`src/rtl/chb_pkg.sv`:
```
// Shared constants and types for the cubic Hermite basis evaluator.
`timescale 1ns / 1ps
`default_nettype none
package chb_pkg;

  typedef logic [1:0] basis_idx_t;
  typedef logic [0:0] cfg_idx_t;

  typedef enum logic [0:0] {
    CFG_START = 1'b0,
    CFG_END   = 1'b1
  } cfg_reg_e;

  localparam basis_idx_t LAST_BASIS = 2'd3;

  localparam logic signed [31:0] QMAX = 32'sh7FFF_FFFF;
  localparam logic signed [31:0] QMIN = 32'sh8000_0000;

  // Power-basis coefficients on (1, t, t^2, t^3): [basis][derivative order in t][power].
  localparam logic signed [4:0] COEF [4][4][4] = '{
    '{'{5'sd1, 5'sd0, -5'sd3, 5'sd2}, '{5'sd0, -5'sd6, 5'sd6, 5'sd0},
      '{-5'sd6, 5'sd12, 5'sd0, 5'sd0}, '{5'sd12, 5'sd0, 5'sd0, 5'sd0}},
    '{'{5'sd0, 5'sd0, 5'sd3, -5'sd2}, '{5'sd0, 5'sd6, -5'sd6, 5'sd0},
      '{5'sd6, -5'sd12, 5'sd0, 5'sd0}, '{-5'sd12, 5'sd0, 5'sd0, 5'sd0}},
    '{'{5'sd0, 5'sd1, -5'sd2, 5'sd1}, '{5'sd1, -5'sd4, 5'sd3, 5'sd0},
      '{-5'sd4, 5'sd6, 5'sd0, 5'sd0}, '{5'sd6, 5'sd0, 5'sd0, 5'sd0}},
    '{'{5'sd0, 5'sd0, -5'sd1, 5'sd1}, '{5'sd0, -5'sd2, 5'sd3, 5'sd0},
      '{-5'sd2, 5'sd6, 5'sd0, 5'sd0}, '{5'sd6, 5'sd0, 5'sd0, 5'sd0}}
  };

endpackage
`default_nettype wire

```
`src/rtl/chb_mul.sv`:
```
// Two-stage rounding fixed-point multiplier with saturation and bypass.
`timescale 1ns / 1ps
`default_nettype none
module chb_mul #(
  parameter int FRAC_BITS = 16,
  parameter int YW        = 32,
  parameter int PW        = 1
) (
  input  logic                 clk_i,
  input  logic                 rst_ni,
  input  logic                 en_i,
  input  logic                 valid_i,
  input  logic signed [31:0]   x_i,
  input  logic signed [YW-1:0] y_i,
  input  logic                 byp_i,
  input  logic [PW-1:0]        pay_i,
  output logic                 valid_o,
  output logic signed [31:0]   res_o,
  output logic                 flag_o,
  output logic [PW-1:0]        pay_o
);
  import chb_pkg::*;

  localparam int PWD = 32 + YW;
  localparam int RW  = PWD + 1 - FRAC_BITS;

  logic [31:0]    xm;
  logic [YW-1:0]  ym;
  logic [PWD-1:0] prod_q;
  logic           neg_q, byp_q, vld_q;
  logic [31:0]    x_q;
  logic [PW-1:0]  pay1_q;
  logic [PWD:0]   sum;
  logic [RW-1:0]  rm;
  logic signed [31:0] res_d;
  logic           flag_d;
  logic           vld_o_q;
  logic signed [31:0] res_q;
  logic           flag_q;
  logic [PW-1:0]  pay2_q;

  assign xm = x_i[31] ? (~x_i + 32'd1) : x_i;
  assign ym = y_i[YW-1] ? (~y_i + {{(YW-1){1'b0}}, 1'b1}) : y_i;

  always_ff @(posedge clk_i or negedge rst_ni) begin
    if (!rst_ni) begin
      vld_q <= 1'b0;
    end else if (en_i) begin
      vld_q <= valid_i;
    end
  end

  always_ff @(posedge clk_i) begin
    if (en_i) begin
      prod_q <= PWD'(xm) * PWD'(ym);
      neg_q  <= x_i[31] ^ y_i[YW-1];
      byp_q  <= byp_i;
      x_q    <= x_i;
      pay1_q <= pay_i;
    end
  end

  // Round half away from zero on the magnitude, then saturate.
  always_comb begin
    sum    = {1'b0, prod_q} + ((PWD + 1)'(1) << (FRAC_BITS - 1));
    rm     = sum[PWD:FRAC_BITS];
    flag_d = 1'b0;
    if (byp_q) begin
      res_d = x_q;
    end else if (!neg_q) begin
      if (rm > RW'(33'h0_7FFF_FFFF)) begin
        res_d  = QMAX;
        flag_d = 1'b1;
      end else begin
        res_d = rm[31:0];
      end
    end else begin
      if (rm > RW'(33'h0_8000_0000)) begin
        res_d  = QMIN;
        flag_d = 1'b1;
      end else begin
        res_d = ~rm[31:0] + 32'd1;
      end
    end
  end

  always_ff @(posedge clk_i or negedge rst_ni) begin
    if (!rst_ni) begin
      vld_o_q <= 1'b0;
    end else if (en_i) begin
      vld_o_q <= vld_q;
    end
  end

  always_ff @(posedge clk_i) begin
    if (en_i) begin
      res_q  <= res_d;
      flag_q <= flag_d;
      pay2_q <= pay1_q;
    end
  end

  assign valid_o = vld_o_q;
  assign res_o   = res_q;
  assign flag_o  = flag_q;
  assign pay_o   = pay2_q;

endmodule
`default_nettype wire

```
`config.mk`:
```
export PLATFORM = sky130hd
export DESIGN_NAME = chb_mul
export DESIGN_NICKNAME = d
export VERILOG_FILES = /design/src/rtl/chb_pkg.sv /design/src/rtl/chb_mul.sv
export SDC_FILE = /design/constraint.sdc
export NUM_CORES = 2
export LEC_CHECK = 0
export ABC_AREA = 1
export BUFFER_PORTS_ARGS = -buffer_cell sky130_fd_sc_hd__buf_2
export CAP_MARGIN = 20
export CORE_MARGIN = 2
export CORE_UTILIZATION = 60
export CTS_CLUSTER_DIAMETER = 200
export CTS_CLUSTER_SIZE = 40
export DETAILED_ROUTE_END_ITERATION = 16
export GPL_ROUTABILITY_DRIVEN = 0
export GPL_TIMING_DRIVEN = 0
export PLACE_DENSITY_LB_ADDON = 0.12
export RECOVER_POWER = 100
export SLEW_MARGIN = 0
export SYNTH_ARGS = -nofsm -noshare
export SYNTH_HDL_FRONTEND = slang
export SYNTH_SLANG_ARGS = --single-unit
```
`constraint.sdc`:
```
create_clock -name clk_i -period 3.7 [get_ports clk_i]
set_clock_uncertainty 0.2 [all_clocks]
set_input_delay 0.185 -clock clk_i [delete_from_list [all_inputs] [get_ports clk_i]]
set_output_delay 0.185 -clock clk_i [all_outputs]
set_load 0.1 [all_outputs]
```
==> flow_summary.json <==
{
  "outcome": "complete, but fails checks",
  "violations": "max-capacitance violations, max-slew violations, negative setup slack",
  "maxCapViolCount": 1,
  "grt_pass1_vias": 41300,
  "cts_tree": "yes",
  "netlist_top_cells_count": "1372 x inv_1, 1229 x nand2_1, 895 x fa_1",
  "grt_max_degree": 74,
  "synth_area_per_cell_um2": 7.68,
  "die_area_um2": 73200,
  "core_um2": 70100,
  "numClockSinks": 120,
  "max_clock_freq_ghz": 0.116,
  "crit_path_max_fanout": 10,
  "layout-drive-gt1-share_pct": 22.2,
  "cp-end-kind": "flop",
  "syn_nets": 6785,
  "post-route-period-util_pct": 234,
  "synth_edf_count": 118,
  "antenna_found_initial": 15,
  "rsz0062_at_grt": "yes",
  "startpoint": "x_i[0]",
  "antenna_left": 0,
  "clk_latency_ps": 430,
  "design_area_um2": 52300,
  "async_reset_ff_share_pct": 1.67,
  "period_needed_ps": 8650,
  "die_x_um": 271,
  "post_drt_wl_per_cell_um": 25.8,
  "syn-cell-area_um2": 42600,
  "drtIter0Drc": 6449,
  "setup_violations": 49,
  "path_clk_slew_ps": 70,
  "drtPass1Iterations": 10,
  "drv_slew": 50,
  "synth_cell_types": 56,
  "post-synth-top-area-cell": "fa_1",
  "fin_setup_tns_ps": -227950,
  "ys_ff_latch": 120,
  "path_delay_family": "adder cells",
  "nFillCells": 5022,
  "r2r-start": "prod_q[15]",
  "ys.flop_type": "edfxtp_1",
  "placed_cell_area_um2": 45600,
  "cts_htree_levels": 4,
  "start_kind": "primary input",
  "io_buffers": 103,
  "hold_violations": 0,
  "dp_hpwl_um": 129000,
  "drc": 0,
  "viasPerCell": 6.12,
  "relSlewSlack_pct": -90.1,
  "synthCells": 5555,
  "num_rows": 97,
  "yosysTopAreaCellShare_pct": 42.0,
  "min_from": "pay1_q",
  "ioPinCount": 105,
  "die_y_um": 271,
  "crit_slowest_cell": "fa_2",
  "wl_um": 179000,
  "cts-root-buf": "clkbuf_16",
  "grt_pass1_wl_um": 252000,
  "initial_core_util_pct": 60.8,
  "layout.nets": 7213,
  "worst_pin_slew_ps": 2850,
  "yosys_warnings": 0,
  "synthTopCellsByArea": "fa_1 42%, inv_1 12%, nand2_1 11%, edfxtp_1 8.3%, ha_1 7.8%",
  "grt_remaining_overflow": 0,
  "post-synth-top-count-cell": "inv_1",
  "area_growth_pct": 22.6,
  "arrival_ps": 8620,
  "worst-path-buf-inv": 13,
  "cts.path.max_buffers": 2,
  "critical-path-max-stage-delay_ps": 600,
  "crit_required_ps": 3670,
  "ys_seq_area_share_pct": 8.43,
  "setup_ws_ps": -4950,
  "hold_class": "reg -> reg",
  "dr_total_vias": 42500,
  "crit_top_cell": "fa_1",
  "criticalPathCategory": "in -> reg",
  "cts_buffers": 17,
  "gr-usage-all-layers_pct": 47.0
}
cell usage in the layout, fill, tap and decap left out, types with 19 or more instances in the layout:
cell,instances
dlygate4sd3_1,37
nor2_2,77
nand3_1,127
or2_2,35
clkbuf_8,25
buf_6,61
nand2_4,45
nor2_4,63
xor2_1,47
nand2_1,1119
clkbuf_2,40
fa_2,72
inv_2,124
buf_2,110
ha_4,40
nand2_2,77
nor2_1,662
nor3_1,25
ha_1,221
clkbuf_1,24
buf_12,23
clkbuf_4,25
edfxtp_1,118
buf_4,211
inv_1,1227
a21oi_2,35
a21oi_4,21
clkbuf_16,39
fa_1,823
o21ai_0,46
nand4_1,47
a21oi_1,56
nand3_2,25
o21ai_2,19
flip-flops by register name, indices dropped and copies added, names as in the netlist:
| name | cells |
|---|---|
| valid_o | 1 |
| byp_q | 1 |
| x_q | 32 |
| pay_o | 1 |
| vld_q | 1 |
| pay1_q | 1 |
| prod_q | 49 |
| flag_o | 1 |
| neg_q | 1 |
| res_o | 32 |
stage by stage:
step                setup slack, ps  std cells  hold slack, ps  utilization [%]
floorplan                     -4190       5555            -311                -
global placement              -6570       6598            -230             64.9
global route                  -5120       6939             261             74.5
detailed placement            -6610       6599            -228             64.9
finish                        -4950       6943             248             74.5
CTS                           -4540       6869             117             72.6
worst reg2reg max path: stages, from the launching register on:
cell	delay (ps)
edfxtp_1	400
ha_1	200
nand2_1	90
nor2_1	190
nand2_1	140
nor2_2	190
buf_4	200
nand4_1	100
nand2_1	80
nand2_1	80
nor2_1	140
nand3_1	100
nor2_1	210
nand2_1	160
nand3_4	180
buf_6	170
nand3_1	190
nand2_1	120
inv_1	50
cells by family (layout without fill, tap and decap cells):
group	after synthesis	in the layout	share of synthesized area (%)
flip-flops	120	120	8.43
AO/OA/AOI/OAI	253	253	3.31
AND/OR/NAND/NOR	2363	2363	22.7
XOR/XNOR	83	83	1.72
buffers and inverters	1576	2017	14.1
adder cells (fa/ha/maj)	1160	1160	49.8
other	0	7	0
what timing repair did:
action,CTS,global route
hold endpoints to repair,37,0
buffers inserted,202,70
resized for setup,782,268
hold buffers,37,0
gates cloned,1,1
pin swaps,312,202
setup endpoints to repair,49,67
area by class of cell:
class                           instances  area (um^2)  area share [%]
Inverter                             1395         5480            10.5
Timing Repair Buffer                  411         3300            6.32
Sequential cell                       120         3590            6.87
Clock inverter                         15          178           0.340
Tap cell                              940         1180            2.25
Buffer                                178         1900            3.63
Multi-Input combinational cell       3859        36200            69.2
Antenna cell                            7         17.5          0.0335
Timing Repair inverter                  1         11.3          0.0215
Clock buffer                           17          425           0.814
path summary, 6_finish.rpt:
path | end | cells after the start | slack (ps)
worst min-delay path | pay_o | 0 | 250
worst min register to register | pay_o | 0 | 250
min in group asynchronous | vld_q | 3 | 420
max in group asynchronous | valid_o | 3 | 2750
worst max-delay path | prod_q[36] | 40 | -4950
worst max register to register | res_o[13] | 18 | 290
per-layer routing:
metal | wire [um] | vias up | global-route usage (%) | part of all wire, %
met3 | 32200 | 1349 | 22.8 | 18
li1 | - | 17100 | - | -
met4 | 19000 | 20 | 33.5 | 11
met5 | 425 | - | 0.921 | 0.24
met1 | 57100 | 20000 | 56.7 | 32
met2 | 70400 | 4085 | 65.4 | 39
Power is left out: the tool's default activity adds up to more than one toggle a clock period on the data nets, which glitch-free logic cannot reach.
